### src/hdl/a85_pkg.sv
// shared constants and the job record passed from the front end to the back end
// of the base-85 text encoder; no dependencies
`default_nettype none

package a85_pkg;

  localparam logic [7:0] CHAR_BANG  = 8'h21;
  localparam logic [7:0] CHAR_Z     = 8'h7a;
  localparam logic [7:0] CHAR_TILDE = 8'h7e;
  localparam logic [7:0] CHAR_GT    = 8'h3e;
  localparam logic [7:0] CHAR_NL    = 8'h0a;

  localparam logic [6:0] LINE_LIMIT_RESET = 7'd72;

  // ceil(2^38 / 85): exact quotient for every 32-bit dividend
  localparam logic [31:0] RECIP_85    = 32'd3233857729;
  localparam int          RECIP_SHIFT = 38;

  localparam int QUEUE_DEPTH = 4;
  localparam int QUEUE_AW    = $clog2(QUEUE_DEPTH);

  localparam int NUM_DIGITS = 5;

  typedef struct packed {
    logic [31:0] word;       // big-endian group, zero padded for a tail
    logic        grp;        // complete group
    logic        tail;       // partial group at end of data
    logic [1:0]  tail_last;  // index of last tail digit (2..4 digits)
    logic        term;       // terminator follows
  } job_t;

endpackage

`default_nettype wire

### src/hdl/a85_front.sv
// front end: takes samples, gathers bytes into groups and makes a job for the back end
// from each completed group or end of data; uses a85_pkg
`default_nettype none

module a85_front import a85_pkg::*; (
  input  wire logic        clk,
  input  wire logic        rst,
  input  wire logic        in_valid,
  output logic             in_stall,
  input  wire logic [15:0] sample,
  input  wire logic        end_of_data,
  input  wire logic        queue_full,
  output logic             push,
  output job_t             push_job
);

  logic [23:0] group_bytes;
  logic [1:0]  byte_count;
  logic [7:0]  data_byte;
  logic        accept;

  assign data_byte = sample[15:8];
  assign in_stall  = queue_full;
  assign accept    = in_valid && !queue_full;

  always_comb begin
    push_job           = '0;
    push_job.term      = end_of_data;
    push_job.tail_last = byte_count + 2'd1;
    if (byte_count == 2'd3) begin
      push_job.grp  = 1'b1;
      push_job.word = {group_bytes, data_byte};
    end else begin
      push_job.tail = end_of_data;
      unique case (byte_count)
        2'd0:    push_job.word = {data_byte, 24'd0};
        2'd1:    push_job.word = {group_bytes[7:0], data_byte, 16'd0};
        default: push_job.word = {group_bytes[15:0], data_byte, 8'd0};
      endcase
    end
  end

  // an item that neither completes a group nor ends the data makes no job
  assign push = accept && (byte_count == 2'd3 || end_of_data);

  always_ff @(posedge clk) begin
    if (rst) begin
      group_bytes <= '0;
      byte_count  <= '0;
    end else if (accept) begin
      if (byte_count == 2'd3 || end_of_data) begin
        group_bytes <= '0;
        byte_count  <= '0;
      end else begin
        group_bytes <= {group_bytes[15:0], data_byte};
        byte_count  <= byte_count + 2'd1;
      end
    end
  end

endmodule

`default_nettype wire

### src/hdl/a85_queue.sv
// short job queue between front and back end, register based; uses a85_pkg
`default_nettype none

module a85_queue import a85_pkg::*; (
  input  wire logic clk,
  input  wire logic rst,
  input  wire logic push,
  input  wire job_t push_job,
  input  wire logic pop,
  output job_t      head_job,
  output logic      full,
  output logic      empty
);

  job_t                entries [0:QUEUE_DEPTH-1];
  logic [QUEUE_AW-1:0] wr_ptr;
  logic [QUEUE_AW-1:0] rd_ptr;
  logic [QUEUE_AW:0]   count;

  assign full     = (count == (QUEUE_AW+1)'(QUEUE_DEPTH));
  assign empty    = (count == '0);
  assign head_job = entries[rd_ptr];

  always_ff @(posedge clk) begin
    if (push) begin
      entries[wr_ptr] <= push_job;
    end
  end

  always_ff @(posedge clk) begin
    if (rst) begin
      wr_ptr <= '0;
      rd_ptr <= '0;
      count  <= '0;
    end else begin
      if (push) begin
        wr_ptr <= wr_ptr + 1'b1;
      end
      if (pop) begin
        rd_ptr <= rd_ptr + 1'b1;
      end
      if (push && !pop) begin
        count <= count + 1'b1;
      end else if (pop && !push) begin
        count <= count - 1'b1;
      end
    end
  end

endmodule

`default_nettype wire

### src/hdl/a85_back.sv
// back end: base-85 digit conversion by reciprocal multiply, then a character
// sequencer with line wrap feeding the output register; uses a85_pkg
`default_nettype none

module a85_back import a85_pkg::*; (
  input  wire logic       clk,
  input  wire logic       rst,
  input  wire logic [6:0] line_limit,
  input  wire logic       queue_empty,
  input  wire job_t       head_job,
  output logic            pop,
  output logic            out_valid,
  input  wire logic       out_stall,
  output logic [7:0]      character,
  output logic            last_of_run
);

  localparam logic [2:0] PH_GRP  = 3'd0;
  localparam logic [2:0] PH_NL   = 3'd1;
  localparam logic [2:0] PH_TAIL = 3'd2;
  localparam logic [2:0] PH_T1   = 3'd3;
  localparam logic [2:0] PH_T2   = 3'd4;
  localparam logic [2:0] PH_T3   = 3'd5;

  // ---------------- converter ----------------
  logic        cbusy;
  logic        cdone;
  logic [2:0]  cnt;
  logic [31:0] x;
  logic [31:0] px;
  logic [6:0]  cdig [0:NUM_DIGITS-1];
  job_t        cjob;
  logic        czero;

  logic [63:0] prod;
  logic [31:0] quot;
  logic [13:0] x85;
  logic [6:0]  dig_new;
  logic        handoff;
  logic        ebusy;

  assign prod    = {32'd0, x} * {32'd0, RECIP_85};
  assign quot    = {6'd0, prod[63:RECIP_SHIFT]};
  // the remainder is below 85, so its low seven bits are enough
  assign x85     = {7'd0, x[6:0]} * 14'd85;
  assign dig_new = px[6:0] - x85[6:0];

  assign handoff = cdone && !ebusy;
  assign pop     = !queue_empty && ((!cbusy && !cdone) || handoff);

  always_ff @(posedge clk) begin
    if (rst) begin
      cbusy <= 1'b0;
      cdone <= 1'b0;
      cnt   <= '0;
    end else if (pop) begin
      cbusy <= 1'b1;
      cdone <= 1'b0;
      cnt   <= '0;
    end else if (cbusy) begin
      cnt <= cnt + 3'd1;
      if (cnt == 3'd5) begin
        cbusy <= 1'b0;
        cdone <= 1'b1;
      end
    end else if (handoff) begin
      cdone <= 1'b0;
    end
  end

  always_ff @(posedge clk) begin
    if (pop) begin
      x     <= head_job.word;
      cjob  <= head_job;
      czero <= (head_job.word == 32'd0);
    end else if (cbusy) begin
      px <= x;
      if (cnt != 3'd5) begin
        x <= quot;
      end
      // digits come out least significant first
      if (cnt != 3'd0) begin
        cdig[3'(NUM_DIGITS) - cnt] <= dig_new;
      end
    end
  end

  // ---------------- character sequencer ----------------
  logic [6:0] edig [0:NUM_DIGITS-1];
  logic       ezero;
  logic       eterm;
  logic [1:0] etail_last;
  logic [2:0] phase;
  logic [2:0] idx;
  logic [7:0] column;

  logic [2:0] phase_next;
  logic [2:0] idx_next;
  logic [7:0] column_next;
  logic [7:0] col_sum;
  logic [7:0] ch;
  logic [7:0] dig_char;
  logic       finish;
  logic       emit;

  assign emit     = ebusy && (!out_valid || !out_stall);
  assign dig_char = {1'b0, edig[idx]} + CHAR_BANG;
  assign col_sum  = column + (ezero ? 8'd1 : 8'd5);

  always_comb begin
    phase_next  = phase;
    idx_next    = idx + 3'd1;
    column_next = column;
    ch          = dig_char;
    finish      = 1'b0;
    unique case (phase)
      PH_GRP: begin
        if (ezero || idx == 3'(NUM_DIGITS - 1)) begin
          if (ezero) begin
            ch = CHAR_Z;
          end
          column_next = col_sum;
          idx_next    = '0;
          priority if (col_sum > {1'b0, line_limit}) begin
            phase_next = PH_NL;
          end else if (eterm) begin
            phase_next = PH_T1;
          end else begin
            finish = 1'b1;
          end
        end
      end
      PH_NL: begin
        ch          = CHAR_NL;
        column_next = '0;
        if (eterm) begin
          phase_next = PH_T1;
        end else begin
          finish = 1'b1;
        end
      end
      PH_TAIL: begin
        if (idx == {1'b0, etail_last}) begin
          phase_next = PH_T1;
        end
      end
      PH_T1: begin
        ch         = CHAR_TILDE;
        phase_next = PH_T2;
      end
      PH_T2: begin
        ch         = CHAR_GT;
        phase_next = PH_T3;
      end
      PH_T3: begin
        ch          = CHAR_NL;
        column_next = '0;
        finish      = 1'b1;
      end
      default: begin
        ch     = CHAR_NL;
        finish = 1'b1;
      end
    endcase
  end

  always_ff @(posedge clk) begin
    if (rst) begin
      ebusy  <= 1'b0;
      phase  <= PH_GRP;
      idx    <= '0;
      column <= '0;
    end else if (handoff) begin
      ebusy <= 1'b1;
      idx   <= '0;
      priority if (cjob.grp) begin
        phase <= PH_GRP;
      end else if (cjob.tail) begin
        phase <= PH_TAIL;
      end else begin
        phase <= PH_T1;
      end
    end else if (emit) begin
      phase  <= phase_next;
      idx    <= idx_next;
      column <= column_next;
      if (finish) begin
        ebusy <= 1'b0;
      end
    end
  end

  always_ff @(posedge clk) begin
    if (handoff) begin
      edig       <= cdig;
      ezero      <= czero && cjob.grp;
      eterm      <= cjob.term;
      etail_last <= cjob.tail_last;
    end
  end

  // ---------------- output register ----------------
  always_ff @(posedge clk) begin
    if (rst) begin
      out_valid <= 1'b0;
    end else if (emit) begin
      out_valid <= 1'b1;
    end else if (!out_stall) begin
      out_valid <= 1'b0;
    end
  end

  always_ff @(posedge clk) begin
    if (emit) begin
      character   <= ch;
      last_of_run <= finish;
    end
  end

endmodule

`default_nettype wire

### src/hdl/ascii85_stream_encoder_core.sv
// top level of the base-85 text encoder: line limit register, front end,
// job queue and back end; uses a85_pkg, a85_front, a85_queue, a85_back
//
//   channel  direction  handshake            payload
//   in       input      in_valid/in_stall    sample[15:0], end_of_data
//   out      output     out_valid/out_stall  character[7:0], last_of_run
//   cfg      input      cfg_write            cfg_data[6:0] (line limit)
//
// an item is taken every cycle until the 4-entry job queue fills; in the back end
// the six-step reciprocal multiply digit loop converts the next job while the
// sequencer sends the characters of the last, one per cycle unless out_stall holds
// them, up to 6 for a job that does not end the data; a job that ends the data sends
// up to 9 characters, and the next handoff waits until the last of them is sent
// rst is synchronous and clears queue, group and column; line limit resets to 72
// out_stall holds the output register, in_stall is high only while the queue is full
`default_nettype none

module ascii85_stream_encoder_core import a85_pkg::*; (
  input  wire logic        clk,
  input  wire logic        rst,
  input  wire logic        in_valid,
  output logic             in_stall,
  input  wire logic [15:0] sample,
  input  wire logic        end_of_data,
  output logic             out_valid,
  input  wire logic        out_stall,
  output logic [7:0]       character,
  output logic             last_of_run,
  input  wire logic        cfg_write,
  input  wire logic [6:0]  cfg_data
);

  logic [6:0] line_limit;
  logic       queue_full;
  logic       queue_empty;
  logic       push;
  logic       pop;
  job_t       push_job;
  job_t       head_job;

  always_ff @(posedge clk) begin
    if (rst) begin
      line_limit <= LINE_LIMIT_RESET;
    end else if (cfg_write) begin
      line_limit <= cfg_data;
    end
  end

  a85_front u_front (
    .clk         (clk),
    .rst         (rst),
    .in_valid    (in_valid),
    .in_stall    (in_stall),
    .sample      (sample),
    .end_of_data (end_of_data),
    .queue_full  (queue_full),
    .push        (push),
    .push_job    (push_job)
  );

  a85_queue u_queue (
    .clk      (clk),
    .rst      (rst),
    .push     (push),
    .push_job (push_job),
    .pop      (pop),
    .head_job (head_job),
    .full     (queue_full),
    .empty    (queue_empty)
  );

  a85_back u_back (
    .clk         (clk),
    .rst         (rst),
    .line_limit  (line_limit),
    .queue_empty (queue_empty),
    .head_job    (head_job),
    .pop         (pop),
    .out_valid   (out_valid),
    .out_stall   (out_stall),
    .character   (character),
    .last_of_run (last_of_run)
  );

endmodule

`default_nettype wire

### config.mk
export PLATFORM = sky130hd
export DESIGN_NAME = ascii85_stream_encoder_core
export DESIGN_NICKNAME = d
export VERILOG_FILES = /design/src/hdl/a85_pkg.sv /design/src/hdl/a85_front.sv /design/src/hdl/a85_queue.sv /design/src/hdl/a85_back.sv /design/src/hdl/ascii85_stream_encoder_core.sv
export SDC_FILE = /design/constraint.sdc
export NUM_CORES = 1
export LEC_CHECK = 0
export BUFFER_PORTS_ARGS = -buffer_cell sky130_fd_sc_hd__buf_2
export CAP_MARGIN = 20
export CORE_ASPECT_RATIO = 0.9
export CORE_MARGIN = 10
export CORE_UTILIZATION = 42
export CTS_CLUSTER_SIZE = 16
export DETAILED_ROUTE_END_ITERATION = 8
export GPL_TIMING_DRIVEN = 1
export PLACE_DENSITY_LB_ADDON = 0.15
export SLEW_MARGIN = 40
export SYNTH_ARGS = -nofsm -noshare
export SYNTH_HDL_FRONTEND = slang
export SYNTH_SLANG_ARGS = --single-unit
### constraint.sdc
create_clock -name clk -period 6.15 [get_ports clk]
set_clock_uncertainty 0.15 [all_clocks]
set_input_delay 1.23 -clock clk [delete_from_list [all_inputs] [get_ports clk]]
set_output_delay 1.23 -clock clk [all_outputs]
set_load 0.05 [all_outputs]
==> flow_metrics.py <==
metrics = {
    "timing": {
        "max_freq_ghz": 0.148,
        "hold_viol": 0,
        "worst_slew_margin_rel_pct": 52.0,
        "period_share_pct": 110,
        "layout_min_cycle_time_ns": 6.75,
        "rsz_0062_raised_after_global_routing": "yes",
        "worst_hold_slack_after_final_layout_ns": 0.243,
        "worst_setup_slack_final_ns": -0.600,
        "worstMarginPinSlew_ns": 0.719,
        "setup-violations-final": 24,
        "count_of_pins_over_their_slew_limit": 0,
    },
    "layout": {
        "area_used_by_multi_input_combinational_logic_um2": 15100,
        "drive_above_1_share_pct": 26.2,
        "count_of_placed_standard_cells_in_the_final_layout_fillers_left_out": 3208,
        "post-route-util_pct": 53.3,
        "num-fill-cells": 4924,
        "number_of_diodes_added_for_antenna_fixing": 0,
        "relative_area_change_from_synthesis_to_final_layout_pct": 24.9,
        "seqCellArea_um2": 9550,
        "fin_nets": 2966,
    },
    "run_status": {
        "run_status": "complete, but fails checks",
        "violations": "setup timing",
    },
    "worst_setup_path": {
        "length_in_cells_of_the_worst_reg_to_reg_path": 22,
        "arrival_ns": 6.94,
        "crit_fanout": 5,
        "timing.rr.end": "u_back.x[18]$_DFFE_PP_",
        "timing.critical_path.to_type": "flip-flop",
        "worst-endpoint-required_ns": 6.33,
        "regToRegSetupSlack_ns": -0.60,
        "timing.critical_path.from_type": "flip-flop",
        "regToRegStartpoint": "u_back.x[4]$_DFFE_PP_",
        "path_class": "flip-flop to flip-flop",
    },
    "logic_synthesis": {
        "post_synthesis_adder_cell_area_fraction_pct": 31.9,
        "synth_xor_area_share_pct": 2.07,
        "synth_mux_area_share_pct": 4.26,
        "yosys.cell_types.count": 75,
        "syn-mean-instance-area_um2": 11.5,
        "post_synth_and_or_nand_nor_area_fraction_pct": 7.70,
        "synth.net_count": 2676,
        "yosys.area.top_type": "sky130_fd_sc_hd__edfxtp_1",
        "synth-compound-area-share_pct": 8.34,
        "yosysSeqAreaShare_pct": 39.0,
        "synth_warnings": 0,
        "synth-seq-cells": 339,
        "edff_count_synth": 276,
        "synth_cells": 2125,
        "synth_top_family_by_area": "adder cells",
        "synth_area_um2": 24500,
        "synth_top_area_share_pct": 33.8,
        "synthTopCellsByArea": "sky130_fd_sc_hd__edfxtp_1 (34%), sky130_fd_sc_hd__ha_1 (18%), sky130_fd_sc_hd__fa_1 (14%), sky130_fd_sc_hd__inv_1 (5.7%), sky130_fd_sc_hd__dfxtp_1 (5.1%)",
        "asyncSetResetFlopFracSynth_pct": 0,
        "ys_dominant_reg_cell": "sky130_fd_sc_hd__edfxtp_1",
    },
    "global_routing": {
        "grt.total_usage_pct": 18.0,
        "grt_util_met3_pct": 2.88,
        "grt_pass1_wl_um": 96700,
        "use_met2_pct": 28.6,
        "grt_max_degree": 63,
        "busiest_layer": "met2",
        "global_route.overflow_total": 0,
        "first_global_vias": 17200,
        "grt_use_met1_pct": 25.1,
        "grt_antenna_before_repair": 0,
    },
    "detailed_routing": {
        "routed-via-count": 16300,
        "drt_iter0_markers": 903,
        "avgRoutedWirePerCell_um": 19.3,
        "drt-vias-per-instance": 5.09,
        "detailedRoute.firstPassIterationCount": 5,
        "detailed_route_wire_length_um": 61800,
        "drt_drc_violations_left": 0,
        "antenna_violating_nets_post_route": 0,
    },
    "floorplanning": {
        "ios": 40,
        "floorplan.die.width_um": 275,
        "die-area_um2": 68400,
        "rows": 83,
        "core_area_um2": 57400,
        "initial_utilization_pct": 42.7,
        "fp.dieH_um": 249,
    },
    "clock_network": {
        "cts_htree_levels": 2,
        "cts_tree": "built",
        "cts_inserted_buffers": 36,
        "clkTransAtPathRegs_ns": 0.07,
        "cts-root-to-sink-buffers": 3,
        "ctsRootBufferMaster": "sky130_fd_sc_hd__clkbuf_16",
        "clock_insertion_delay_worst_skew_ns": 0.55,
        "cts_sinks": 339,
    },
    "worst_hold_path": {
        "hold_start": "u_back.cdig[23]$_DFFE_PP_",
        "min_delay_path_depth": 0,
        "min_to": "u_back.edig[23]$_DFFE_PP_",
        "holdCritPathClass": "flip-flop to flip-flop",
    },
    "place": {
        "buffer_ports.inserted": 31,
        "finalWeightedCongestion": 0.925,
        "dp.final_hpwl_um": 48200,
        "dpl_worst_slack_ns": -0.972,
        "post_placement_cell_count": 3090,
    },
    "job": {
        "drv.max_cap_violation_count": 0,
    },
}
## metal layers
metal	wire length, µm	part of all wire (%)	vias to the layer above
li1	-	-	7937
met1	29100	47	8071
met2	29000	47	244
met4	1510	2.4	0
met3	2250	3.6	80
met5	0	0	-
## how the worst max path moves through the flow
stage	slack (ns)	cells after the start	to	startpoint
floorplan	0.00003	20	u_back.x[20]$_DFFE_PP_	u_back.x[18]$_DFFE_PP_
global placement	-0.90	22	u_back.x[18]$_DFFE_PP_	u_back.x[4]$_DFFE_PP_
detailed placement	-0.97	22	u_back.x[18]$_DFFE_PP_	u_back.x[4]$_DFFE_PP_
CTS	-0.56	22	u_back.x[18]$_DFFE_PP_	u_back.x[4]$_DFFE_PP_
global route	-0.79	22	u_back.x[18]$_DFFE_PP_	u_back.x[24]$_DFFE_PP_
finish	-0.60	22	u_back.x[18]$_DFFE_PP_	u_back.x[4]$_DFFE_PP_
## cell usage after synthesis (4+ instances only)
master	number
sky130_fd_sc_hd__inv_1	372
sky130_fd_sc_hd__ha_1	350
sky130_fd_sc_hd__edfxtp_1	276
sky130_fd_sc_hd__fa_1	172
sky130_fd_sc_hd__nand2_1	140
sky130_fd_sc_hd__a21oi_1	133
sky130_fd_sc_hd__nor2_1	97
sky130_fd_sc_hd__o21ai_0	64
sky130_fd_sc_hd__dfxtp_1	63
sky130_fd_sc_hd__clkbuf_1	46
sky130_fd_sc_hd__xnor2_1	42
sky130_fd_sc_hd__mux4_2	37
sky130_fd_sc_hd__a21o_1	28
sky130_fd_sc_hd__nand3_1	26
sky130_fd_sc_hd__and2_1	23
sky130_fd_sc_hd__mux2i_1	21
sky130_fd_sc_hd__nor3_1	21
sky130_fd_sc_hd__a211oi_1	17
sky130_fd_sc_hd__xor2_1	16
sky130_fd_sc_hd__nand4_1	15
sky130_fd_sc_hd__nor4_1	12
sky130_fd_sc_hd__a22o_1	9
sky130_fd_sc_hd__nor3b_1	9
sky130_fd_sc_hd__a31oi_1	8
sky130_fd_sc_hd__o21a_1	8
sky130_fd_sc_hd__nand2b_1	7
sky130_fd_sc_hd__nor2b_1	7
sky130_fd_sc_hd__o21bai_1	7
sky130_fd_sc_hd__and3_1	6
sky130_fd_sc_hd__buf_2	6
sky130_fd_sc_hd__or3_1	6
sky130_fd_sc_hd__o21ai_1	5
sky130_fd_sc_hd__o22ai_1	5
sky130_fd_sc_hd__a22oi_1	4
sky130_fd_sc_hd__and4_1	4
sky130_fd_sc_hd__nor4b_1	4
## timing repair
item	in CTS	in global routing
hold buffers	0	0
setup endpoints to repair	26	26
pin swaps	116	96
buffers inserted	27	32
resized for setup	152	98
## layout by cell type (no fill, tap or decap), drive strengths merged, types with 6 or more instances in the layout
| cell type | instances |
|---|---|
| mux4 | 37 |
| mux2i | 21 |
| ha | 350 |
| inv | 374 |
| a21o | 28 |
| a22o | 9 |
| dfxtp | 63 |
| fa | 172 |
| o21bai | 7 |
| nand3 | 27 |
| and2 | 23 |
| edfxtp | 276 |
| nor2b | 7 |
| a211oi | 20 |
| nand2 | 140 |
| o21ai | 71 |
| clkbuf | 48 |
| a21oi | 134 |
| xnor2 | 42 |
| xor2 | 16 |
| nand4 | 16 |
| o21a | 8 |
| clkinv | 12 |
| nand2b | 7 |
| nor3 | 24 |
| and3 | 7 |
| nor3b | 9 |
| or3 | 6 |
| nor4 | 14 |
| nor2 | 97 |
| buf | 310 |
| a31oi | 9 |
## stage by stage
stage / instance area, µm² / setup TNS (ns)
floorplan: 24700 / 0
global placement: 27300 / -11.82
detailed placement: 27300 / -13.00
CTS: 29800 / -7.34
global route: 30600 / -12.83
finish: 30600 / -7.83
## cells by family after synthesis
kind of cell / Yosys count
XOR/XNOR: 58
adder cells (fa/ha/maj): 522
multiplexers: 58
buffers and inverters: 431
flip-flops: 339
AND/OR/NAND/NOR: 391
AO/OA/AOI/OAI: 326
## final cells by class
type | instances | share of cell area [%]
clock buffers | 48 | 3.22
clock inverters | 18 | 0.891
inverters | 373 | 4.57
multi-input cells | 1355 | 49.3
flip-flops and latches | 339 | 31.2
well taps | 765 | 3.13
repair buffers | 310 | 7.63
## state kept, by name (all words and copies together), names as in the netlist, 2 cells and up, named ones only
register / flops
u_back.cdig: 35
u_back.phase: 3
u_back.column: 8
u_queue.rd_ptr: 2
u_back.etail_last: 2
u_back.idx: 3
line_limit: 7
u_back.x: 32
u_back.cnt: 3
u_back.edig: 35
u_back.px: 7
u_back.cjob: 5
u_front.byte_count: 2
u_back.character: 8
u_queue.entries: 148
u_front.group_bytes: 24
u_queue.wr_ptr: 2
u_queue.count: 3
## critical path: stages, from the launching register on
cell                        delay, ns
sky130_fd_sc_hd__edfxtp_1        0.53
sky130_fd_sc_hd__ha_4            0.31
sky130_fd_sc_hd__ha_4            0.27
sky130_fd_sc_hd__inv_2           0.03
sky130_fd_sc_hd__fa_1            0.50
sky130_fd_sc_hd__inv_2           0.04
sky130_fd_sc_hd__fa_1            0.55
sky130_fd_sc_hd__inv_2           0.05
sky130_fd_sc_hd__fa_2            0.52
sky130_fd_sc_hd__fa_1            0.43
sky130_fd_sc_hd__fa_2            0.55
sky130_fd_sc_hd__inv_2           0.05
sky130_fd_sc_hd__ha_4            0.21
sky130_fd_sc_hd__ha_4            0.28
sky130_fd_sc_hd__nand4_4         0.11
sky130_fd_sc_hd__nor4_4          0.31
sky130_fd_sc_hd__o2111ai_2       0.17
sky130_fd_sc_hd__and3_4          0.24
sky130_fd_sc_hd__a211oi_4        0.32
sky130_fd_sc_hd__o21ai_4         0.12
sky130_fd_sc_hd__a31oi_4         0.30
sky130_fd_sc_hd__a2111oi_4       0.12
sky130_fd_sc_hd__nor3_2          0.35
Power is left out: the tool's default activity adds up to more than one toggle a clock period on the data nets, which glitch-free logic cannot reach.
